===== config.mk =====
export PLATFORM = sky130hd
export DESIGN_NAME = mtt_cell
export DESIGN_NICKNAME = d
export VERILOG_FILES = /design/src/rtl/mtt_pkg.sv /design/src/rtl/mtt_cell.sv
export SDC_FILE = /design/constraint.sdc
export NUM_CORES = 1
export LEC_CHECK = 0
export BUFFER_PORTS_ARGS = -buffer_cell sky130_fd_sc_hd__buf_2
export CORE_ASPECT_RATIO = 0.6
export CORE_MARGIN = 10
export CORE_UTILIZATION = 53
export CTS_CLUSTER_DIAMETER = 200
export DETAILED_ROUTE_END_ITERATION = 10
export GPL_TIMING_DRIVEN = 0
export PLACE_DENSITY = 0.9
export SLEW_MARGIN = 10
export SYNTH_ARGS = -nofsm -noshare
export SYNTH_HDL_FRONTEND = slang
export SYNTH_SLANG_ARGS = --single-unit
export TNS_END_PERCENT = 50

===== constraint.sdc =====
create_clock -name i_clk -period 5.5 [get_ports i_clk]
set_input_delay 0.825 -clock i_clk [delete_from_list [all_inputs] [get_ports i_clk]]
set_output_delay 0.825 -clock i_clk [all_outputs]
set_load 0.01 [all_outputs]

===== src/rtl/mtt_pkg.sv =====
// shared constants, codes and types of the multi timer table
package mtt_pkg;

    localparam int NUM_TIMERS = 16;
    localparam int RESULT_CAP = 16;
    localparam int CNT_W      = $clog2(RESULT_CAP + 1);

    localparam int ID_W   = 31;
    localparam int DUR_W  = 32;
    localparam int TIME_W = 64;
    localparam int CMD_W  = 2;
    localparam int KIND_W = 3;

    localparam logic [ID_W-1:0] ID_MAX = {ID_W{1'b1}};
    localparam logic [ID_W-1:0] ID_FIRST = ID_W'(1);

    localparam logic [CMD_W-1:0] CMD_SCHED  = 2'd0;
    localparam logic [CMD_W-1:0] CMD_CANCEL = 2'd1;
    localparam logic [CMD_W-1:0] CMD_TICK   = 2'd2;

    localparam logic [KIND_W-1:0] KIND_SCHEDULED = 3'd0;
    localparam logic [KIND_W-1:0] KIND_CANCELLED = 3'd1;
    localparam logic [KIND_W-1:0] KIND_NOT_FOUND = 3'd2;
    localparam logic [KIND_W-1:0] KIND_FULL      = 3'd3;
    localparam logic [KIND_W-1:0] KIND_FIRED     = 3'd4;

    typedef enum logic [1:0] {
        ST_IDLE,
        ST_SCAN,
        ST_FLUSH
    } t_state;

    typedef struct packed {
        logic [CMD_W-1:0] cmd;
        logic [DUR_W-1:0] duration_ms;
        logic             periodic;
        logic [ID_W-1:0]  target_id;
    } t_in;

    typedef struct packed {
        logic [KIND_W-1:0] kind;
        logic [ID_W-1:0]   event_id;
        logic              last;
    } t_out;

    // token that walks the row of slot cells, one cell per cycle
    typedef struct packed {
        logic             vld;
        logic             hit;
        logic             fire;
        logic [ID_W-1:0]  fire_id;
        logic [CNT_W-1:0] fire_cnt;
    } t_tok;

    // item data seen by every cell while the token walks
    typedef struct packed {
        logic [CMD_W-1:0]  cmd;
        logic [TIME_W-1:0] now_ms;
        logic [TIME_W-1:0] new_due;
        logic [DUR_W-1:0]  period;
        logic              periodic;
        logic [ID_W-1:0]   new_id;
        logic [ID_W-1:0]   target_id;
    } t_bcast;

endpackage


===== src/rtl/mtt_cell.sv =====
// one timer slot: holds its timer and acts on the token as it passes
module mtt_cell
    import mtt_pkg::*;
(
    input  logic   i_clk,
    input  logic   i_rst_n,
    input  t_tok   i_tok,
    input  t_bcast i_bc,
    output t_tok   o_tok
);

    logic              r_valid;
    logic [ID_W-1:0]   r_id;
    logic [DUR_W-1:0]  r_period;
    logic [TIME_W-1:0] r_due;
    logic              r_repeat;
    t_tok              r_tok;

    logic n_valid;
    t_tok n_tok;
    logic wr_slot;
    logic adv_due;
    logic due_hit;

    assign due_hit = (r_due <= i_bc.now_ms);

    always_comb begin
        n_valid      = r_valid;
        n_tok        = i_tok;
        n_tok.fire   = 1'b0;
        n_tok.fire_id = r_id;
        wr_slot      = 1'b0;
        adv_due      = 1'b0;
        if (i_tok.vld) begin
            unique case (i_bc.cmd)
                CMD_SCHED: begin
                    // lowest free slot takes the new timer
                    if (!r_valid && !i_tok.hit) begin
                        wr_slot   = 1'b1;
                        n_valid   = 1'b1;
                        n_tok.hit = 1'b1;
                    end
                end
                CMD_CANCEL: begin
                    if (r_valid && !i_tok.hit && r_id == i_bc.target_id) begin
                        n_valid   = 1'b0;
                        n_tok.hit = 1'b1;
                    end
                end
                CMD_TICK: begin
                    if (r_valid && due_hit && i_tok.fire_cnt < CNT_W'(RESULT_CAP)) begin
                        n_tok.fire     = 1'b1;
                        n_tok.fire_cnt = i_tok.fire_cnt + CNT_W'(1);
                        if (r_repeat) begin
                            adv_due = 1'b1;
                        end else begin
                            n_valid = 1'b0;
                        end
                    end
                end
                default: begin
                end
            endcase
        end
    end

    always_ff @(posedge i_clk) begin
        if (!i_rst_n) begin
            r_valid <= 1'b0;
            r_tok   <= '0;
        end else begin
            r_valid <= n_valid;
            r_tok   <= i_tok.vld ? n_tok : '0;
        end
    end

    always_ff @(posedge i_clk) begin
        if (wr_slot) begin
            r_id     <= i_bc.new_id;
            r_period <= i_bc.period;
            r_due    <= i_bc.new_due;
            r_repeat <= i_bc.periodic;
        end else if (adv_due) begin
            r_due <= r_due + TIME_W'(r_period);
        end
    end

    assign o_tok = r_tok;

endmodule


==> flow_summary.json <==
{
  "num_vias": 8836,
  "cts_tree": "yes",
  "syn_inst": 998,
  "io_pins": 305,
  "maxCapViolCount": 0,
  "synth_top_area_share_pct": 38.0,
  "drt-pass1-iter-count": 6,
  "crit_fanout": 37,
  "final_area_um2": 12500,
  "netlist_area_um2": 10100,
  "cp-startpoint": "r_due[41]",
  "routabilityCongestion": 0.935,
  "io_buffers": 272,
  "reg2reg_from": "r_due[41]",
  "area_growth_syn_to_layout_pct": 23.4,
  "via_per_inst": 5.68,
  "synth_edf_count": 128,
  "finalCriticalPeriod_ns": 4.31,
  "grt_setup_unrepaired": "no",
  "cts_setup_buffers": 0,
  "grt_pass1_wl_mm": 49.0,
  "synth_compound_area_share_pct": 15.2,
  "critPathKind": "register to register",
  "drc": 0,
  "track_usage_pct": 24.8,
  "synth_xor_area_share_pct": 7.71,
  "die_area_um2": 25200,
  "critPathMaxStageDelay_ns": 0.66,
  "yosysSeqAreaShare_pct": 46.0,
  "synth_ff_type": "edfxtp_1",
  "powerDensity_nw_per_um2": 243,
  "antenna_found_initial": 7,
  "ir_worst_vdd_mv": 0.209,
  "slew_headroom_pct": 44.6,
  "tightestPinTransition_ns": 0.831,
  "grt_pass1_vias": 9185,
  "hpwl_mm": 25.1,
  "cp.arrival_ns": 4.43,
  "synth.area.top_cells": "edfxtp_1, ha_1, dfxtp_1",
  "grt_max_degree": 41,
  "finalHoldViolations": 0,
  "muxShareOfSynthArea_pct": 0.198,
  "synth.distinct_cells": 64,
  "cp_cell_sequence": "ha_1 > a21o_1 > nand3_1 > a21oi_1 > o311ai_0 > o2111ai_1 > a211o_1 > a21oi_1 > nand3_1 > nand2_4 > buf_12",
  "clock_sinks": 168,
  "drive_above_1_share_pct": 25.6,
  "r2r_slack_ns": 1.19,
  "r2r_cells": 11,
  "ant_nets": 0,
  "syn_area_per_cell_um2": 10.1,
  "htree_num_levels": 4,
  "p_leak_nw": 5.55,
  "postSynth.asyncResetShare_pct": 0,
  "fp.dieH_um": 127,
  "place_area_um2": 11800,
  "fp-row-count": 39,
  "initial_core_util_pct": 53.5,
  "hold_path_class": "register to register",
  "slowest_stage": "o311ai_0",
  "post-route-util_pct": 66.0,
  "ys.warnings.count": 0,
  "drt-total-wl_mm": 31.8,
  "cts-root-buf": "clkbuf_16",
  "setup_viol": 0,
  "synth_adder_area_share_pct": 12.6,
  "period_share_pct": 78.3,
  "yosys.area_share.simple_pct": 13.9,
  "synth_seq_cells": 168,
  "cts_hold_buf": 0,
  "numCtsBuffers": 17,
  "syn-num-nets": 1365,
  "netlist_top_cells_count": "edfxtp_1, ha_1, nand2_1",
  "dieWidth_um": 198,
  "status": "finished, final reports clean",
  "synth_top_area_cell": "edfxtp_1",
  "clk_pin_slew_ns": 0.08,
  "crit_family": "compound AO/OA/AOI/OAI gates",
  "endpoint_kind": "register",
  "fillers": 1463,
  "crit_required_ns": 5.62,
  "synth.most_common_cell": "edfxtp_1",
  "finClkSkew_ns": 0.0122,
  "worstSkewPairLatency_ns": 0.44,
  "dr.first_iter.drc_count": 937,
  "r2r_end": "r_due[59]",
  "synth_top_family_by_area": "compound AO/OA/AOI/OAI gates",
  "startpoint_type": "register",
  "gr-total-overflow": 0,
  "clock.fmax_ghz": 0.232,
  "cts_resized": 0,
  "coreArea_um2": 18900,
  "clockBufferDepth": 2,
  "path_depth": 11,
  "slew_viol_final": 0,
  "crit_buf_inv": 1,
  "nets": 1658,
  "wl_per_cell_um": 20.5,
  "cp-endpoint": "r_due[59]"
}
[placed cells by master, fill, tap and decap left out, types with 3 or more instances in the layout]
cell	n
a2111oi_2	7
a211o_1	4
a211oi_1	10
a21boi_0	4
a21o_1	21
a21oi_1	85
a31oi_1	4
a41oi_1	3
and3_1	40
buf_2	275
clkbuf_1	20
clkbuf_16	17
clkinv_8	4
dfxtp_1	40
diode_2	6
edfxtp_1	128
ha_1	100
inv_1	89
inv_8	7
nand2_1	94
nand2b_1	4
nand3_1	32
nand4_1	26
nor2_1	53
nor2b_1	6
nor3_1	9
nor4_1	9
o2111ai_1	4
o211ai_1	3
o21a_1	4
o21ai_0	48
o21ai_1	12
o31ai_1	4
xnor2_1	39
xor2_1	50
[final cells by class]
type	instances	area, µm²	area share [%]
Sequential cell	168	4640	37.3
Clock inverter	15	200	1.61
Tap cell	246	308	2.47
Antenna cell	6	15.0	0.120
Buffer	27	116	0.933
Clock buffer	17	425	3.41
Multi-Input combinational cell	713	5020	40.3
Timing Repair Buffer	274	1400	11.2
Inverter	90	338	2.71
[report_power, final]
group / switching [mW] / total [mW] / leakage [nW] / internal [mW]
Combinational: 0.197 / 0.358 / 3.75 / 0.161
Sequential: 0.0164 / 1.41 / 1.49 / 1.40
Clock: 0.593 / 1.26 / 0.306 / 0.663
[per-layer routing]
metal | track usage (%) | vias up | wire (µm)
li1 | - | 4220 | -
met1 | 33.6 | 4066 | 13600
met2 | 37.7 | 496 | 14100
met3 | 6.15 | 52 | 3370
met4 | 9.14 | 2 | 735
met5 | 0 | - | 13
[state kept, by name, indices dropped and copies added, names as in the netlist]
| signal | cells |
|---|---|
| r_id | 31 |
| r_period | 32 |
| r_valid | 1 |
| r_due | 64 |
| o_tok | 39 |
| r_repeat | 1 |
[stage by stage]
stage                     hold slack, ns  power (mW)  setup TNS [ns]  setup WS (ns)  std cells
after detailed placement           0.519        1.79               0          0.813       1518
after global placement             0.508        1.77          -52.41         -0.646       1516
after CTS                          0.536        3.03               0           1.23       1550
after floorplan                    0.503        1.62               0          0.986        998
after global routing               0.540        3.14               0           1.06       1555
final                              0.540        3.03               0           1.19       1556
[how the worst min path moves through the flow]
stage | start | to | slack (ns) | cells past startpoint
2_1_floorplan | r_id[30] | o_tok[35] | 0.50 | 1
3_3_place_gp | r_id[0] | o_tok[5] | 0.51 | 1
3_5_place_dp | r_id[24] | o_tok[29] | 0.52 | 1
4_1_cts | r_id[24] | o_tok[29] | 0.54 | 1
5_1_grt | i_bc[49] | r_id[18] | 0.54 | 1
6_report | r_id[24] | o_tok[29] | 0.54 | 1
[cell families (layout without fill, tap and decap cells)]
kind of cell               after synthesis  in the layout
AOI/OAI and AO/OA                      233            233
xor gates and xnor gates                89             89
adders and majority gates              101            101
buffers and inverters                  117            423
DFF                                    168            168
muxes                                    2              2
other                                    0              6
and+or+nand+nor                        288            288
Note: power is estimated with default switching activity, not from simulation.
